$ cat src/sv/rsde_pkg.sv
// Shared types, constants and command codes of the raster drawing engine.
package rsde_pkg;

    localparam int MaxWidth   = 256;
    localparam int MaxHeight  = 256;
    localparam int XW         = $clog2(MaxWidth);
    localparam int YW         = $clog2(MaxHeight);
    localparam int AW         = XW + YW;
    localparam int DimW       = 9;
    localparam int StoreDepth = MaxWidth * MaxHeight;

    typedef enum logic [2:0] {
        FUNC_SET     = 3'd0,
        FUNC_FILL    = 3'd1,
        FUNC_LINE    = 3'd2,
        FUNC_RECT    = 3'd3,
        FUNC_RFILL   = 3'd4,
        FUNC_CIRC    = 3'd5,
        FUNC_CFILL   = 3'd6,
        FUNC_READ    = 3'd7
    } func_t;

    localparam logic CFG_WIDTH  = 1'b0;
    localparam logic CFG_HEIGHT = 1'b1;

    typedef struct packed {
        logic [2:0] func;
        logic [7:0] x_first;
        logic [7:0] y_first;
        logic [7:0] x_second;
        logic [7:0] y_second;
        logic [7:0] circle_radius;
        logic [7:0] pixel_value;
    } cmd_t;

    typedef struct packed {
        logic [7:0] read_value;
        logic       status;
    } result_t;

    // Controller to datapath.
    typedef struct packed {
        logic       load;     // capture command, restart segment scan
        logic       clear;    // write zero at clear address (reset sweep)
        logic       step;     // evaluate and advance scan
        logic       next_seg; // move to next rectangle edge
        logic       rd;       // read state; the store read itself is taken on load
    } dp_cmd_t;

    // Datapath to controller.
    typedef struct packed {
        logic       scan_done;
        logic       last_seg;
        logic       clear_done;
    } dp_stat_t;

    // Saturate a 9-bit register write into [1, maxv].
    function automatic logic [DimW-1:0] sat_dim(input logic [DimW-1:0] v,
                                                  input logic [DimW-1:0] maxv);
        logic [DimW-1:0] r;
        begin
            r = v;
            if (v == '0)
                r = DimW'(1);
            else if (v > maxv)
                r = maxv;
            return r;
        end
    endfunction

endpackage

$ cat src/sv/rsde_ctrl.sv
// Controller state machine of the raster drawing engine.
module rsde_ctrl (
    input  logic              clk,
    input  logic              rst_n,
    input  logic              start,
    input  logic [2:0]        func,
    input  rsde_pkg::dp_stat_t stat,
    output rsde_pkg::dp_cmd_t  cmd,
    output logic              busy,
    output logic              done
);
    import rsde_pkg::*;

    typedef enum logic [5:0] {
        ST_CLEAR = 6'b000001,
        ST_IDLE  = 6'b000010,
        ST_SCAN  = 6'b000100,
        ST_SEG   = 6'b001000,
        ST_READ  = 6'b010000,
        ST_DONE  = 6'b100000
    } state_t;

    state_t state_reg, state_next;

    always_ff @(posedge clk or negedge rst_n)
    begin
        if (!rst_n)
            state_reg <= ST_CLEAR;
        else
            state_reg <= state_next;
    end

    always_comb
    begin
        state_next = state_reg;
        cmd = '0;
        case (state_reg)
            ST_CLEAR:
            begin
                cmd.clear = 1'b1;
                if (stat.clear_done)
                    state_next = ST_IDLE;
            end
            ST_IDLE:
            begin
                if (start)
                begin
                    cmd.load = 1'b1;
                    if (func == FUNC_READ)
                        state_next = ST_READ;
                    else if (func == FUNC_SET)
                        state_next = ST_DONE;
                    else
                        state_next = ST_SCAN;
                end
            end
            ST_SCAN:
            begin
                cmd.step = 1'b1;
                if (stat.scan_done)
                    state_next = stat.last_seg ? ST_DONE : ST_SEG;
            end
            ST_SEG:
            begin
                cmd.next_seg = 1'b1;
                state_next = ST_SCAN;
            end
            ST_READ:
            begin
                cmd.rd = 1'b1;
                state_next = ST_DONE;
            end
            ST_DONE:
                state_next = ST_IDLE;
            default:
                state_next = ST_IDLE;
        endcase
    end

    assign busy = (state_reg != ST_IDLE);
    assign done = (state_reg == ST_DONE);

endmodule

$ cat config.mk
export PLATFORM = sky130hd
export DESIGN_NAME = rsde_ctrl
export DESIGN_NICKNAME = d
export VERILOG_FILES = /design/src/sv/rsde_pkg.sv /design/src/sv/rsde_ctrl.sv
export SDC_FILE = /design/constraint.sdc
export NUM_CORES = 1
export LEC_CHECK = 0
export ABC_AREA = 1
export BUFFER_PORTS_ARGS = -buffer_cell sky130_fd_sc_hd__buf_4
export CAP_MARGIN = 20
export CORE_AREA = 5 5 42 44
export CTS_BUF_LIST = sky130_fd_sc_hd__clkbuf_8
export DETAILED_ROUTE_END_ITERATION = 6
export DIE_AREA = 0 0 47 49
export SYNTH_ARGS = -nofsm -noshare
export SYNTH_HDL_FRONTEND = slang
export SYNTH_SLANG_ARGS = --single-unit
$ cat constraint.sdc
create_clock -name clk -period 1.6 [get_ports clk]
set_clock_uncertainty 0.05 [all_clocks]
set_input_delay 0.08 -clock clk [delete_from_list [all_inputs] [get_ports clk]]
set_output_delay 0.08 -clock clk [all_outputs]
set_load 0.02 [all_outputs]
==> results.py <==
metrics = {
    "timing": {
        "hold_viol": 0,
        "hold_ws_ns": 0.06773,
        "tns_ns": 0,
        "fmax_mhz": 716.9,
        "post-route-min-period_ns": 1.395,
        "rsz0062_at_grt": "no",
        "fin_crit_sh_pct": 87.18,
        "setup_violations": 0,
        "drv_slew": 0,
        "tightestPinTransition_ns": 0.2351,
        "relSlewSlack_pct": 84.31,
    },
    "cts": {
        "cts_tree": "done",
        "insertion_delay_ns": 0.22,
        "cts_root_buffer": "clkbuf_8",
        "cts_buffers": 3,
        "clk_pin_slew_ns": 0.04,
        "htreeDepth": 1,
        "ctsLongestPathBuffers": 2,
        "clock_sinks": 6,
    },
    "die": {
        "dieArea_sq_um": 2303,
        "io_pins": 16,
        "die_y_microns": 49,
        "core_sq_um": 1401,
        "fp.dieW_microns": 47,
        "start_util_pct": 32.41,
        "fp-row-count": 14,
    },
    "synth": {
        "synth-xor-area-share_pct": 0,
        "synth_compound_area_share_pct": 5.510,
        "muxShareOfSynthArea_pct": 0,
        "yosys.cell_count.top_type": "inv_1",
        "synth_area_sq_um": 454.2,
        "yosys_register_bits": 6,
        "synth-edff-count": 0,
        "yosys_warnings": 0,
        "synthAdderAreaFrac_pct": 0,
        "synth_commonest_cells": "inv_1, nor2_1, nand2_1",
        "syn_inst": 62,
        "async_flop_share_pct": 100.0,
        "avgSynthCellArea_sq_um": 7.326,
        "yosysSeqAreaShare_pct": 33.33,
        "yosys.area.top_type_share_pct": 27.55,
        "synth_top_cell_by_area": "dfrtp_1",
        "synth_cell_types": 18,
        "synth.net_count": 71,
        "synthFlopType": "dfrtp_1",
        "synth_area_leaders": "dfrtp_1, inv_1, nor2_1",
        "synthSimpleGateAreaFrac_pct": 47.11,
        "synth_top_family_by_area": "simple AND/OR/NAND/NOR gates",
    },
    "worst_setup_path": {
        "cp.arrival_ns": 1.26,
        "worst-setup-path-type": "reg2out",
        "cp-start-kind": "register",
        "crit_path_end_kind": "output pin",
        "crit_required_ns": 1.47,
        "cp_max_fo": 5,
    },
    "grt": {
        "overflow": 0,
        "first_global_vias": 422,
        "grt_pass1_wl_mm": 1.614,
        "track_usage_pct": 9.547,
        "grt_max_degree": 8,
        "antenna_found_initial": 0,
    },
    "placement": {
        "place_area_sq_um": 586.8,
        "numPortBuffers": 15,
        "globalplace.congestion": 0.7729,
        "placed_cells": 93,
        "hpwl_microns": 798.8,
    },
    "layout": {
        "final_util_pct": 45.80,
        "final_area_sq_um": 641.9,
        "largest_reg_flops": 6,
        "area_growth_pct": 41.32,
        "finalNonFillerCells": 98,
        "seqCellArea_sq_um": 151.4,
        "multi_input_area_sq_um": 239.0,
        "n_antenna_cell": 0,
        "final_nets": 92,
        "nFillCells": 152,
        "layout-drive-gt1-share_pct": 42.68,
    },
    "pwr": {
        "vdd_drop_max_mv": 0.5371,
        "powerDensity_nw_per_um2": 1467,
        "cellLeakagePower_nw": 0.3896,
    },
    "drt": {
        "ant_nets": 0,
        "drc": 0,
        "first_iter_violations": 10,
        "vias": 458,
        "firstDrtPassIters": 4,
        "avgViaCountPerCell": 4.673,
        "routed_wl_microns": 953,
        "wl_per_cell_microns": 9.724,
    },
    "status": {
        "status": "completed",
    },
    "run": {
        "maxCapViolCount": 0,
    },
    "hold_path": {
        "holdCritPathClass": "in2reg",
    },
}
## cell usage in the layout, fill, tap and decap left out, types with 2 or more instances in the layout
cell type / n
nand2_2: 2
nor2_2: 4
nor2_4: 2
buf_4: 15
nand3_2: 3
inv_1: 17
dfrtp_1: 5
nand4_1: 3
nor2_1: 9
clkbuf_8: 3
nand2_1: 7
nand3_1: 3
## cells by family after synthesis
logic type,Yosys count
DFF,6
buffers and inverters,17
and+or+nand+nor,36
AOI/OAI and AO/OA,3
## through the flow
| step | power (W) | setup WS (ns) |
|---|---|---|
| 2_1_floorplan | 0.0005811 | 0.3989 |
| 3_3_place_gp | 0.0007141 | 0.3348 |
| 3_5_place_dp | 0.0007112 | 0.3286 |
| 4_1_cts | 0.0009423 | 0.2117 |
| 5_1_grt | 0.001020 | 0.1231 |
| 6_report | 0.0009414 | 0.2051 |
## routing by layer
layer	GRT usage, %	routed length [microns]	up-vias
li1	-	-	227
met1	11.14	397	204
met2	14.93	454	25
met3	1.476	80	2
met4	6.912	20	0
met5	0	0	-
## where the power goes
group,total (W),internal [W],switching (W),leakage [nW]
clock,0.000230,0.000165,0.0000655,0.0269
combinational,0.000485,0.000189,0.000296,0.287
sequential,0.000226,0.000189,0.0000376,0.0756
## worst max-delay path: stages (launching register included)
cell     delay [ns]
dfrtp_1        0.39
nor2_2         0.23
nand3_1        0.18
inv_1          0.09
buf_4          0.14
## timing repair
| action | 4_1_cts | 5_1_grt |
|---|---|---|
| endpoints found under the setup margin | 0 | 0 |
| hold buffers | 1 | 0 |
| buffers inserted | 0 | 0 |
| resized for setup | 0 | 0 |
| endpoints found under the hold margin | 6 | 0 |
## final cells by class
type	instances	share of cell area, %
well taps	16	3.119
inverters	17	9.942
multi-input cells	39	37.23
clock inverters	1	0.5848
repair buffers	16	19.10
flip-flops and latches	6	23.59
clock buffers	3	6.433
## final timing paths
path / end / from / slack, ns / cells past startpoint
hold reg to reg: state_reg[0] / state_reg[1] / 0.59 / 3
setup / recovery: cmd[0] / state_reg[1] / 0.21 / 4
setup reg to reg: state_reg[2] / state_reg[5] / 0.32 / 4
min in group asynchronous: state_reg[2] / rst_n / 0.16 / 2
max in group asynchronous: state_reg[0] / rst_n / 1.13 / 2
hold / removal: state_reg[3] / stat[1] / 0.07 / 4
Note: power is estimated with default switching activity, not from simulation.
